## src/sv/bffa_pkg.sv

```systemverilog
`timescale 1ns / 1ps

package bffa_pkg;

   localparam int CELL_BITS     = 8;
   localparam int POS_W         = 8;
   localparam int CNT_W         = 9;
   localparam int LIM_W         = 9;
   localparam int MAPB_W        = 6;
   localparam logic [MAPB_W-1:0] MAP_BYTES_RST = 6'd32;

   typedef enum logic [1:0] {
      MODE_SEARCH = 2'd0,
      MODE_ALLOC  = 2'd1,
      MODE_FREE   = 2'd2
   } mode_type;

   typedef struct packed {
      mode_type         mode;
      logic [POS_W-1:0] start_req;
      logic [CNT_W-1:0] count;
   } req_type;

   typedef struct packed {
      logic             found;
      logic [POS_W-1:0] position;
   } rsp_type;

   // request held for the whole pass down the chain
   typedef struct packed {
      mode_type         mode;
      logic [POS_W-1:0] start_req;
      logic [CNT_W-1:0] count;
      logic [LIM_W-1:0] lim;
   } item_type;

   // token handed from cell to cell
   typedef struct packed {
      logic             valid;
      logic             hit;
      logic [CNT_W-1:0] run;
      logic [POS_W-1:0] pos;
   } tok_type;

endpackage

```

## src/sv/bffa_cell.sv

```systemverilog
`timescale 1ns / 1ps

module bffa_cell #(
   parameter int MAP_BITS = 256,
   parameter int CELL_IDX = 0
) (
   input  logic              clock,
   input  logic              reset,
   input  bffa_pkg::item_type item,
   input  bffa_pkg::tok_type tok_in,
   output bffa_pkg::tok_type tok_out
);

   localparam int AW = $clog2(MAP_BITS) + 1;
   localparam int CW = (AW > 10) ? AW : 10;

   logic [bffa_pkg::CELL_BITS-1:0] bits_ff;
   logic [bffa_pkg::CELL_BITS-1:0] bits_in;
   bffa_pkg::tok_type              tok_out_ff;
   bffa_pkg::tok_type              tok_out_in;

   always_comb begin
      logic [CW-1:0] idx;
      logic [CW-1:0] pos_full;
      logic          in_map;
      logic          in_rng;
      bits_in    = bits_ff;
      tok_out_in = tok_in;
      for (int j = 0; j < bffa_pkg::CELL_BITS; j++) begin
         idx      = CW'(CELL_IDX * bffa_pkg::CELL_BITS + j);
         in_map   = (idx < CW'(item.lim)) && (idx < CW'(MAP_BITS));
         in_rng   = (idx >= CW'(item.start_req)) &&
                    ((idx - CW'(item.start_req)) < CW'(item.count));
         pos_full = idx + CW'(1) - CW'(item.count);
         if (tok_in.valid) begin
            unique case (item.mode)
               bffa_pkg::MODE_ALLOC: begin
                  if (in_map && in_rng) bits_in[j] = 1'b1;
               end
               bffa_pkg::MODE_FREE: begin
                  if (in_map && in_rng) bits_in[j] = 1'b0;
               end
               bffa_pkg::MODE_SEARCH: begin
                  if (!tok_out_in.hit) begin
                     // bits past the active end count as taken
                     if (in_map && !bits_ff[j])
                        tok_out_in.run = tok_out_in.run + 1'b1;
                     else
                        tok_out_in.run = '0;
                     if (tok_out_in.run == item.count) begin
                        tok_out_in.hit = 1'b1;
                        tok_out_in.pos = pos_full[bffa_pkg::POS_W-1:0];
                     end
                  end
               end
               default: begin
               end
            endcase
         end
      end
   end

   always_ff @(posedge clock) begin
      if (reset) begin
         bits_ff          <= '0;
         tok_out_ff.valid <= 1'b0;
      end else begin
         bits_ff          <= bits_in;
         tok_out_ff.valid <= tok_out_in.valid;
      end
      tok_out_ff.hit <= tok_out_in.hit;
      tok_out_ff.run <= tok_out_in.run;
      tok_out_ff.pos <= tok_out_in.pos;
   end

   assign tok_out = tok_out_ff;

endmodule
```

## config.mk

```make
export PLATFORM = sky130hd
export DESIGN_NAME = bffa_cell
export DESIGN_NICKNAME = d
export VERILOG_FILES = /design/src/sv/bffa_pkg.sv /design/src/sv/bffa_cell.sv
export SDC_FILE = /design/constraint.sdc
export NUM_CORES = 1
export LEC_CHECK = 0
export ABC_CLOCK_PERIOD_IN_PS = 35800
export BUFFER_PORTS_ARGS = -buffer_cell sky130_fd_sc_hd__buf_4
export CAP_MARGIN = 20
export CORE_MARGIN = 2
export CORE_UTILIZATION = 51
export DETAILED_ROUTE_END_ITERATION = 12
export PLACE_DENSITY = 0.71
export SYNTH_ARGS = -nofsm -noshare
export SYNTH_HDL_FRONTEND = slang
export SYNTH_SLANG_ARGS = --single-unit
```

## constraint.sdc

```tcl
create_clock -name clock -period 35.8 [get_ports clock]
set_input_delay 1.79 -clock clock [delete_from_list [all_inputs] [get_ports clock]]
set_output_delay 1.79 -clock clock [all_outputs]
set_load 0.005 [all_outputs]
```

Yosys cells after proc, flatten, opt, wreduce, memory -nomap -nowiden. Index checks and enable logic that the tools add are counted.

Bits in registers: 27. Input bits: 49. Output and inout bits: 19. Word-level logic and storage cells: 224.

Add/subtract/negate cells: 24. Order comparisons: 24. Eq/ne operators: 26. Mux-type cells: 96. Reduce and logical (&&, ||, !) cells: 42.

Operators with widths (count): $mux 18 (24); $mux 9 (32); $lt 10x9->1 (8); $add 9x1->9 const B (8); $eq 9x9->1 (8); $mux 8 (8); $lt 3x9->1 const A (4); $sub 3x8->9 const A (4); $ge 3x8->1 const A (4); $ne 2x2->1 const B (16); $reduce_and 4->1 (8); $sub 3x8->8 const A (4); $logic_and 1x1->1 (24); $mux 1 (24); $lt 1x9->1 const A (2); $lt 2x9->1 const A (2); $sub 1x8->9 const A (2); $sub 2x8->9 const A (2); $ge 1x8->1 const A (2); $ge 2x8->1 const A (2); $pmux 1 s2 (8); $sub 2x8->8 const A (2); $logic_not 1->1 (8); $sub 1x8->8 const A (1); 5 further kinds (5).

Longest topological paths before layout.
Depth after elaboration: 81. Gate-level depth with buffers: 60. Depth with buffers taken out: 53.

Worst setup path after synthesis. Ideal clock, no wire load.

Path kind: input port to flip-flop. Start point: input port item[26] (netlist name). End point: register tok_out_ff, in the netlist tok_out[5]. Setup time: 0.072 ns. Data arrival time: 12.442 ns. Required time: 35.728 ns. Slack: 23.286 ns. Cell stages on the path: 57. Path buffers: 8. Cells stage by stage: inv_1 -> ha_1 -> nand3b_1 -> buf_2 -> clkbuf_1 -> buf_1 -> nand2_1 -> o21ai_0 -> ha_1 -> inv_1 -> nor4_1 -> mux2i_1 -> a2111o_1 -> a2111oi_4 -> and2_1 -> buf_4 -> or3_1 -> and2_1 -> [21 not listed] -> xnor2_1 -> o311a_1 -> and3_2 -> buf_6 -> a31oi_1 -> or2_1 -> clkbuf_1 -> ha_1 -> nand4_1 -> a211oi_1 -> a31oi_1 -> or3_1 -> nand3_1 -> xnor2_1 -> nand4_1 -> nor4b_4 -> and2_4 -> mux2i_1.

RTL lines: start: declaration (RTL line bffa_cell.sv:9) `input bffa_pkg::item_type item,`; end: declaration (RTL line bffa_cell.sv:19) `bffa_pkg::tok_type tok_out_ff;`.

==> results_dict.tcl <==
set metrics [dict create \
    status "completed" \
    cts-hold-fix-buffers 0 \
    hpwlAfterDp_um 31200 \
    fmax_ghz 0.0672 \
    synth-edff-count 0 \
    clk_path_buf_depth 2 \
    syn_inst 1637 \
    worstSetupStartpointType "primary input" \
    synth_nets 1772 \
    antenna_found_initial 0 \
    rows 54 \
    r2r_setup_slack_ns 22.61 \
    insertion_delay_ns 0.28 \
    grt_setup_unrepaired "false" \
    start_util 0.520 \
    drc 0 \
    worstMarginPinSlew_ns 0.991 \
    grt-ovfl-total 0 \
    swShare 0.538 \
    critPathArrivalTime_ns 15.08 \
    async_flop_share 0 \
    drive_above_1_share 0.129 \
    met3_usage 0.0439 \
    grtUsageTotal 0.341 \
    busiest_layer "met2" \
    viasPerCell 7.02 \
    place_area_mm2 0.0119 \
    die_h_um 153 \
    path_common_cell "ha_1" \
    cts_tree "yes" \
    first_iter_violations 1216 \
    fin_crit_sh 0.415 \
    core_area_mm2 0.0219 \
    finish.utilization 0.546 \
    pwr-share-comb 0.777 \
    ir_drop_mv 0.0159 \
    setup_tns_ns 0 \
    ys.flop_type "dfxtp_1" \
    synth_warnings 0 \
    ys_ff_latch 27 \
    critical-path-slowest-cell "and3b_1" \
    crit_path_max_incr_delay_ns 0.82 \
    numCtsBuffers 3 \
    drv_cap 0 \
    use_met2 0.551 \
    grt_use_met1 0.468 \
    antenna_cells 0 \
    crit_family "simple AND/OR/NAND/NOR gates" \
    p_clk_frac 0.100 \
    ctsHtreeMaxLevel 1 \
    synth_area_per_cell_um2 6.96 \
    routed_wl_um 42100 \
    io_pins 68 \
    setup_violations 0 \
    holdPathStages 2 \
    netSwitchingPower_uw 148 \
    crit_path_max_fanout 19 \
    numClockSinks 27 \
    worst_slack_ns 20.93 \
    drv_slew 0 \
    grt_pass1_vias 12200 \
    p_leak_nw 4.46 \
    timing.rr.start "bits_ff[0]$_SDFFE_PP0P_" \
    end_kind "flop" \
    timing.final.hold_violations 0 \
    post_cts_resized 0 \
    vias 13300 \
    drt_pass1_iterations 6 \
    power.density_mw_per_mm2 23.1 \
    ff2ff_path_depth 47 \
    skew_ns 0.00742 \
    ant_nets 0 \
    p_int_uw 128 \
    cp.required_ns 36.00 \
    slew_headroom 0.337 \
    cp_num_buf_inv 5 \
    area_growth_pct 4.90 \
    pre_cts_slack_ns 21.04 \
    synth.distinct_cells 122 \
    min_from "bits_ff[6]$_SDFFE_PP0P_" \
    grt_max_degree 35 \
    stdcell_area_mm2 0.0119 \
    final.fill_count 2212 \
    wl_per_cell_um 22.2 \
    yosysSeqAreaShare 0.0475 \
    post_cts_buffers 0 \
    min_path_type "flop to flop" \
    seqPwrFrac 0.123 \
    dieWidth_um 153 \
    portBuffers 67 \
    clk_pin_slew_ns 0.08 \
    r2r-end "tok_out[5]$_DFF_P_" \
    min_period_ns 14.87 \
    die_area_mm2 0.0235 \
    grt_first_pass_wirelength_um 66400 \
    syn-cell-area_mm2 0.0114 \
    p_total_uw 276 \
    layout.nets 1752 \
    cts_root_buf "clkbuf_16" \
    place_congestion 0.972 \
    hold_end "bits_ff[6]$_SDFFE_PP0P_" \
    critPathKind "primary input to flop" \
]
-- metrics by stage --
step           hold slack (ns)  std cells
4_1_cts                  0.488       1895
3_5_place_dp             0.478       1891
3_3_place_gp             0.474       1891
5_1_grt                  0.517       1896
2_1_floorplan            0.461       1637
6_report                 0.488       1896
-- layout by cell type, fill, tap and decap left out, types with 19 or more instances in the layout --
cell / count
nor3_1: 59
nand2b_1: 27
mux2i_1: 23
nor2b_1: 22
dfxtp_1: 27
nand2_1: 124
a21oi_1: 114
a211oi_1: 38
and2_1: 21
xnor2_1: 86
o21ai_0: 87
nand4_1: 26
nand3_1: 83
buf_4: 85
inv_1: 42
a21o_1: 36
and3_1: 19
a31oi_1: 25
o211ai_1: 20
ha_1: 86
nor2_1: 160
xor2_1: 22
nor4_1: 22
-- power by group through the flow --
stage / Combinational (mW) / Sequential (mW) / Clock (mW)
after global placement: 0.206 / 0.0347 / 0
final: 0.214 / 0.0341 / 0.0275
after CTS: 0.209 / 0.0341 / 0.0275
after detailed placement: 0.208 / 0.0348 / 0
after floorplan: 0.157 / 0.0350 / 0
after global routing: 0.232 / 0.0344 / 0.0293
-- cells in the mapped netlist, types with 16 or more instances --
master | instances | area [um2]
a21o_1 | 36 | 270
xnor2_1 | 86 | 753
a211oi_1 | 38 | 285
nor4_1 | 22 | 138
a21oi_1 | 114 | 571
clkbuf_1 | 71 | 267
o211ai_1 | 20 | 150
inv_1 | 42 | 158
nor2b_1 | 22 | 138
nand4_1 | 26 | 163
nor2_1 | 160 | 601
a31oi_1 | 25 | 156
nand3_1 | 83 | 415
o31ai_1 | 16 | 120
nand2_1 | 124 | 465
o21ai_0 | 87 | 435
xor2_1 | 22 | 193
nor3_1 | 59 | 295
mux2i_1 | 23 | 230
ha_1 | 86 | 1080
and2_1 | 21 | 131
nand2b_1 | 27 | 169
and3_1 | 19 | 119
dfxtp_1 | 27 | 541
buf_2 | 17 | 85.1
o22ai_1 | 17 | 106
-- flip-flops by register name, indices dropped and copies added, names as in the netlist --
name,flops
bits_ff,8
tok_out,19
-- worst reg2reg max path, delay by kind of cell, from the launching register on --
family / cells / cell delay [ns]
simple gates: 20 / 6.05
compound gates: 14 / 3.85
fa+ha+maj: 4 / 1.31
xor+xnor: 4 / 0.70
flops: 1 / 0.54
buf+inv: 4 / 0.49
mux: 1 / 0.17
-- cell type report --
cell class / count / area, um2 / share of cell area
multi-input cells: 1449 / 10100 / 0.849
repair buffers: 85 / 638 / 0.0534
flip-flops and latches: 27 / 541 / 0.0453
well taps: 280 / 350 / 0.0293
inverters: 51 / 191 / 0.0160
clock buffers: 3 / 75.1 / 0.00629
clock inverters: 1 / 7.51 / 0.000629
-- cell families (layout without fill, tap and decap cells) --
group                    after synthesis  after routing  synth area share
XOR/XNOR                             112            112            0.0910
multiplexers                          30             30            0.0284
adder cells (fa/ha/maj)               86             86            0.0945
flip-flops                            27             27            0.0475
buffers and inverters                161            140            0.0619
AND/OR/NAND/NOR                      666            666             0.313
AO/OA/AOI/OAI                        555            555             0.364
-- metal layers --
metal	up-vias	wire length (um)
li1	6175	-
met1	6295	17800
met4	0	1520
met5	-	0
met2	741	18900
met3	97	3960
-- worst max-delay path by stage --
stage / startpoint / endpoint / slack (ns) / depth (start not counted)
floorplan: item[26] / tok_out[5]$_DFF_P_ / 23.29 / 57
global placement: item[26] / tok_out[5]$_DFF_P_ / 21.16 / 52
detailed placement: item[26] / tok_out[5]$_DFF_P_ / 21.04 / 49
CTS: item[26] / tok_out[5]$_DFF_P_ / 21.27 / 49
global route: item[27] / tok_out[5]$_DFF_P_ / 20.17 / 49
finish: item[26] / tok_out[5]$_DFF_P_ / 20.93 / 47
(Power assumes the default switching activity.)
